[config.mk]
export PLATFORM = sky130hd
export DESIGN_NAME = cbal_cell
export DESIGN_NICKNAME = d
export VERILOG_FILES = /design/src/rtl/core/contiguous_block_allocator_defines.svh /design/src/rtl/core/cbal_pkg.sv /design/src/rtl/core/cbal_cell.sv
export SDC_FILE = /design/constraint.sdc
export NUM_CORES = 1
export LEC_CHECK = 0
export ABC_AREA = 1
export ABC_CLOCK_PERIOD_IN_PS = 1100
export BUFFER_PORTS_ARGS = -buffer_cell sky130_fd_sc_hd__buf_4
export CAP_MARGIN = 25
export CORE_MARGIN = 2
export CORE_UTILIZATION = 43
export DETAILED_ROUTE_END_ITERATION = 8
export HOLD_SLACK_MARGIN = 0.15
export PLACE_DENSITY = 0.76
export SYNTH_ARGS = -nofsm -noshare
export SYNTH_HDL_FRONTEND = slang
export SYNTH_SLANG_ARGS = --single-unit
[constraint.sdc]
create_clock -name clk -period 1.1 [get_ports clk]
set_input_delay 0.22 -clock clk [delete_from_list [all_inputs] [get_ports clk]]
set_output_delay 0.22 -clock clk [all_outputs]
set_load 0.05 [all_outputs]
[src/rtl/core/contiguous_block_allocator_defines.svh]
// Assertion macros used by the block allocator top level.
`ifndef CONTIGUOUS_BLOCK_ALLOCATOR_DEFINES_SVH
`define CONTIGUOUS_BLOCK_ALLOCATOR_DEFINES_SVH

// Same-cycle implication, disabled during reset.
`define CBAL_ASSERT_NOW(label, clk, rst_n, ante, cons, msg) \
	label: assert property (@(posedge clk) disable iff (!rst_n) (ante) |-> (cons)) \
		else $error(msg);

// Next-cycle implication, disabled during reset.
`define CBAL_ASSERT_NEXT(label, clk, rst_n, ante, cons, msg) \
	label: assert property (@(posedge clk) disable iff (!rst_n) (ante) |=> (cons)) \
		else $error(msg);

`endif

[src/rtl/core/cbal_pkg.sv]
// Shared types and constants of the contiguous block allocator.
package cbal_pkg;

	localparam int KIND_W  = 2;
	localparam int SIZE_W  = 20;
	localparam int IDX_W   = 8;
	localparam int INODE_W = 8;
	localparam int COUNT_W = 9;

	localparam logic [KIND_W-1:0] KIND_FIND_RUN   = 2'd0;
	localparam logic [KIND_W-1:0] KIND_MARK_BUSY  = 2'd1;
	localparam logic [KIND_W-1:0] KIND_FIND_INODE = 2'd2;

	// Search command held steady for the whole walk along the cell row
	typedef struct packed {
		logic               seek_inode;
		logic [SIZE_W-1:0]  size;
		logic [INODE_W-1:0] inode;
	} cbal_cmd_t;

	// Control part of the search wave handed from cell to cell
	typedef struct packed {
		logic active;
		logic hit;
	} cbal_wave_t;

endpackage

[src/rtl/core/cbal_cell.sv]
// One block of the map: free bit, owner tag and one stage of the search wave.
module cbal_cell
	import cbal_pkg::*;
#(
	parameter int NUM_BLOCKS  = 256,
	parameter int BLOCK_BYTES = 512,
	parameter int IDX         = 0
) (
	input  logic                                       clk,
	input  logic                                       arst_n,
	input  cbal_cmd_t                                  cmd,
	input  logic                                       wr_en,
	input  logic [INODE_W-1:0]                         wr_inode,
	input  cbal_wave_t                                 wave_in,
	input  logic [$clog2(NUM_BLOCKS+1)-1:0]            run_in,
	input  logic [$clog2(2**SIZE_W+BLOCK_BYTES)-1:0]   bytes_in,
	input  logic [$clog2(NUM_BLOCKS)-1:0]              start_in,
	output cbal_wave_t                                 wave_out,
	output logic [$clog2(NUM_BLOCKS+1)-1:0]            run_out,
	output logic [$clog2(2**SIZE_W+BLOCK_BYTES)-1:0]   bytes_out,
	output logic [$clog2(NUM_BLOCKS)-1:0]              start_out
);
	localparam int IW  = $clog2(NUM_BLOCKS);
	localparam int CW  = $clog2(NUM_BLOCKS+1);
	localparam int RBW = $clog2(2**SIZE_W + BLOCK_BYTES);

	logic               free_q;
	logic               owned_q;
	logic [INODE_W-1:0] owner_q;

	cbal_wave_t         wave_d, wave_q;
	logic [CW-1:0]      run_d, run_q;
	logic [RBW-1:0]     bytes_d, bytes_q;
	logic [IW-1:0]      start_d, start_q;
	logic [RBW-1:0]     bytes_inc;

	// Mark the block busy and tag its owner
	always_ff @(posedge clk or negedge arst_n) begin
		if (!arst_n) begin
			free_q  <= 1'b1;
			owned_q <= 1'b0;
		end else if (wr_en) begin
			free_q  <= 1'b0;
			owned_q <= 1'b1;
		end
	end

	always_ff @(posedge clk) begin
		if (wr_en) begin
			owner_q <= wr_inode;
		end
	end

	assign bytes_inc = bytes_in + RBW'(BLOCK_BYTES);

	// Advance the wave by one block: extend or break the free run, or match the owner
	always_comb begin
		wave_d  = wave_in;
		run_d   = run_in;
		bytes_d = bytes_in;
		start_d = start_in;
		if (!wave_in.hit) begin
			if (cmd.seek_inode) begin
				if (owned_q && (owner_q == cmd.inode)) begin
					wave_d.hit = 1'b1;
					start_d    = IW'(IDX);
				end
			end else if (free_q) begin
				run_d   = run_in + CW'(1);
				bytes_d = bytes_inc;
				start_d = IW'(IDX) - run_in[IW-1:0];
				if (bytes_inc >= RBW'(cmd.size)) begin
					wave_d.hit = 1'b1;
				end
			end else begin
				run_d   = '0;
				bytes_d = '0;
			end
		end
	end

	// Hand the wave to the next cell
	always_ff @(posedge clk or negedge arst_n) begin
		if (!arst_n) begin
			wave_q <= '0;
		end else begin
			wave_q <= wave_d;
		end
	end

	always_ff @(posedge clk) begin
		run_q      <= run_d;
		bytes_q    <= bytes_d;
		start_q    <= start_d;
	end

	assign wave_out  = wave_q;
	assign run_out   = run_q;
	assign bytes_out = bytes_q;
	assign start_out = start_q;

endmodule

==> results.yml <==
yosys:
  syn-instance-count: 366
  syn-num-nets: 469
  synth-compound-area-share_pct: 7.89
  synth_xor_area_share_pct: 3.45
  synth_edf_count: 8
  yosysWarnings: 0
  ys_seq_elements: 50
  synth_ff_type: "dfxtp_1"
  yosys.cell_types.count: 33
  synth_top_family_by_area: "simple AND/OR/NAND/NOR gates"
  synthMuxAreaShare_pct: 0
  yosys.area_share.adder_pct: 10.4
  synth_area_um2: 2760
  synth-seq-area-share_pct: 40.0
  synth_top_area_share_pct: 27.6
  synth-async-reset-ratio_pct: 8.00
  synthTopCellsByArea: "dfxtp_1 (28%), ha_1 (10%), inv_1 (10%), nand2_1 (10%), edfxtp_1 (8.7%)"
  avgSynthCellArea_um2: 7.54
  synth_top_area_cell: "dfxtp_1"
  synthSimpleGateAreaFrac_pct: 26.9
floorplan:
  num_io_pins: 120
  fp.coreArea_um2: 6280
  die_height_um: 84.1
  rows: 29
  start_util_pct: 44.0
  dieArea_um2: 7070
  fp.dieW_um: 84.1
drt:
  vias_per_cell: 5.30
  wl_per_cell_um: 17.3
  detail-route-antenna-nets: 0
  vias: 3528
  drc_errors: 0
  met3WireLength_um: 852
  firstDrtPassIters: 5
  drt-total-wl_um: 11500
  drt_iter0_markers: 222
  top_layer: "met4"
  wl_met1_um: 4130
  route.met2.wl_um: 5700
sta:
  drv_slew: 0
  max_freq_ghz: 0.559
  clock_skew_ns: 0.00882
  rsz0062_at_grt: "true"
  fin_crit_ns: 1.79
  period_share_pct: 163
  setup_viol: 25
  whs_ns: 0.167
  final.setup.worst_slack_ns: -0.690
  relSlewSlack_pct: 70.2
  hold_viol: 0
  tns_ns: -6.30
  worst_slew_pin_slew_ns: 0.443
cells_and_area:
  n_antenna_cell: 0
  drive_gt1_share_pct: 45.7
  design_area_um2: 5100
  finalNonFillerCells: 666
  nets: 691
  syn2layout_area_growth_pct: 84.9
clock_network:
  cts_buffers: 5
  cts_max_level: 2
  cts_tree: "built"
  clk_pin_slew_worst_paths_ns: 0.10
  cts-root-buf: "clkbuf_8"
  cts_sinks: 50
  clk_latency_ns: 0.31
  cts_buffer_depth: 2
global_route:
  grt_pass1_wl_um: 15400
  grt_max_degree: 18
  grt_usage_pct: 27.3
  grt.overflow.total: 0
  antenna_found_initial: 0
  grt_pass1_vias: 3398
critical_path:
  cp.required_ns: 1.30
  crit_path_start_kind: "input pin"
  path_max_fanout: 3
  path_class: "in2reg"
  worstSetupEndpointType: "register"
  arrival_ns: 1.99
power_and_ir_drop:
  power.leakage_uw: 0.00268
  powerDensity_nw_per_um2: 957
  power_uw: 4880
  vdd_ir_drop_max_mv: 0.715
placement:
  place_congestion: 0.936
  dp.cells: 613
  place.port_buffers: 119
  dp_hpwl_um: 6430
  place_area_um2: 4190
run_status:
  status: "complete, but fails checks"
  violations: "setup timing"
worst_hold_path:
  hold_path.class: "in2reg"
flow_run:
  maxCapViolCount: 0
[power breakdown]
group	switching [uW]	total (uW)	internal (uW)
clock	684	1140	457
combinational	965	1720	753
sequential	43.3	2020	1980
[critical path: stages]
cell and delay, ns:
buf_8 0.09, ha_4 0.14, nand2_4 0.05, nor2_4 0.13
inv_1 0.08, o21ai_2 0.14, nand2_2 0.08, inv_2 0.07
ha_4 0.20, nand2_1 0.07, nand2_1 0.06, nand2_1 0.08
nand3_1 0.09, nor2_1 0.13, nand3_1 0.10, nand2_1 0.08
nand2_1 0.05, nand2_1 0.06, nand2_1 0.06
[cell usage after synthesis (2+ instances only)]
master / instances
ha_1: 23
buf_2: 4
dfxtp_1: 38
nor3_1: 6
inv_2: 2
a21oi_1: 9
o22ai_1: 8
nand2_2: 4
nor2_4: 3
nand2_1: 75
nor2_1: 34
inv_1: 76
a31oi_1: 2
a22o_1: 2
edfxtp_1: 8
o21ai_1: 7
o21ai_0: 10
dfrtp_1: 3
nor2_2: 4
xor2_1: 8
nand3_1: 22
nand4_1: 7
[routing by layer]
| layer | vias up | track usage (%) |
|---|---|---|
| met5 | - | 0 |
| met4 | 0 | 13.2 |
| met3 | 74 | 6.43 |
| met2 | 217 | 50.2 |
| met1 | 1639 | 28.9 |
| li1 | 1598 | - |
[placed cells by master (no fill, tap or decap), types with 9 or more instances in the layout]
master         instances
buf_4                176
inv_1                 69
nand2_1               67
dfxtp_1               38
dlygate4sd3_1         30
nor2_1                28
ha_1                  19
nand3_1               12
nand3_2                9
[flip-flops by register name (all words and copies together) (netlist names)]
signal / flops
owner_q: 8
wave_out: 2
run_out: 9
owned_q: 1
free_q: 1
bytes_out: 21
start_out: 8
[metrics by stage]
| step | setup WS [ns] | util [%] |
|---|---|---|
| floorplan | -0.644 | - |
| global placement | -0.868 | 66.7 |
| detailed placement | -0.968 | 66.7 |
| CTS | -0.608 | 78.0 |
| global route | -0.777 | 81.3 |
| finish | -0.690 | 81.3 |
[final timing paths]
| path | startpoint | endpoint | slack, ns | cells past startpoint |
|---|---|---|---|---|
| max | bytes_in[10] | wave_out[0] | -0.69 | 19 |
| min | start_in[4] | start_out[4] | 0.17 | 3 |
| max reg2reg | owner_q[0] | wave_out[0] | -0.40 | 7 |
| min reg2reg | owned_q | owned_q | 0.49 | 1 |
| max in group asynchronous | arst_n | free_q | 0.60 | 2 |
| min in group asynchronous | arst_n | wave_out[0] | 0.30 | 2 |
[final cells by class]
class | instances | area (um^2)
clock buffer | 5 | 68.8
sequential | 50 | 1100
clock inverter | 3 | 23.8
multi-input combinational | 234 | 1670
inverter | 78 | 305
timing repair buffer | 219 | 1840
fill | 365 | 1170
tap | 77 | 96.3
[cells by family after synthesis]
family,after synthesis
simple gates,162
buf+inv,82
flops,50
compound gates,39
fa+ha+maj,23
xor+xnor,10
[timing repair]
item                       4_1_cts  5_1_grt
gates resized for setup         56       31
hold endpoints to repair        30        2
cloned                           1        1
pin swaps                       27       35
hold buffers                    28        2
setup buffers                   10        5
setup endpoints to repair       38       28
Note: power is estimated with default switching activity, not from simulation.
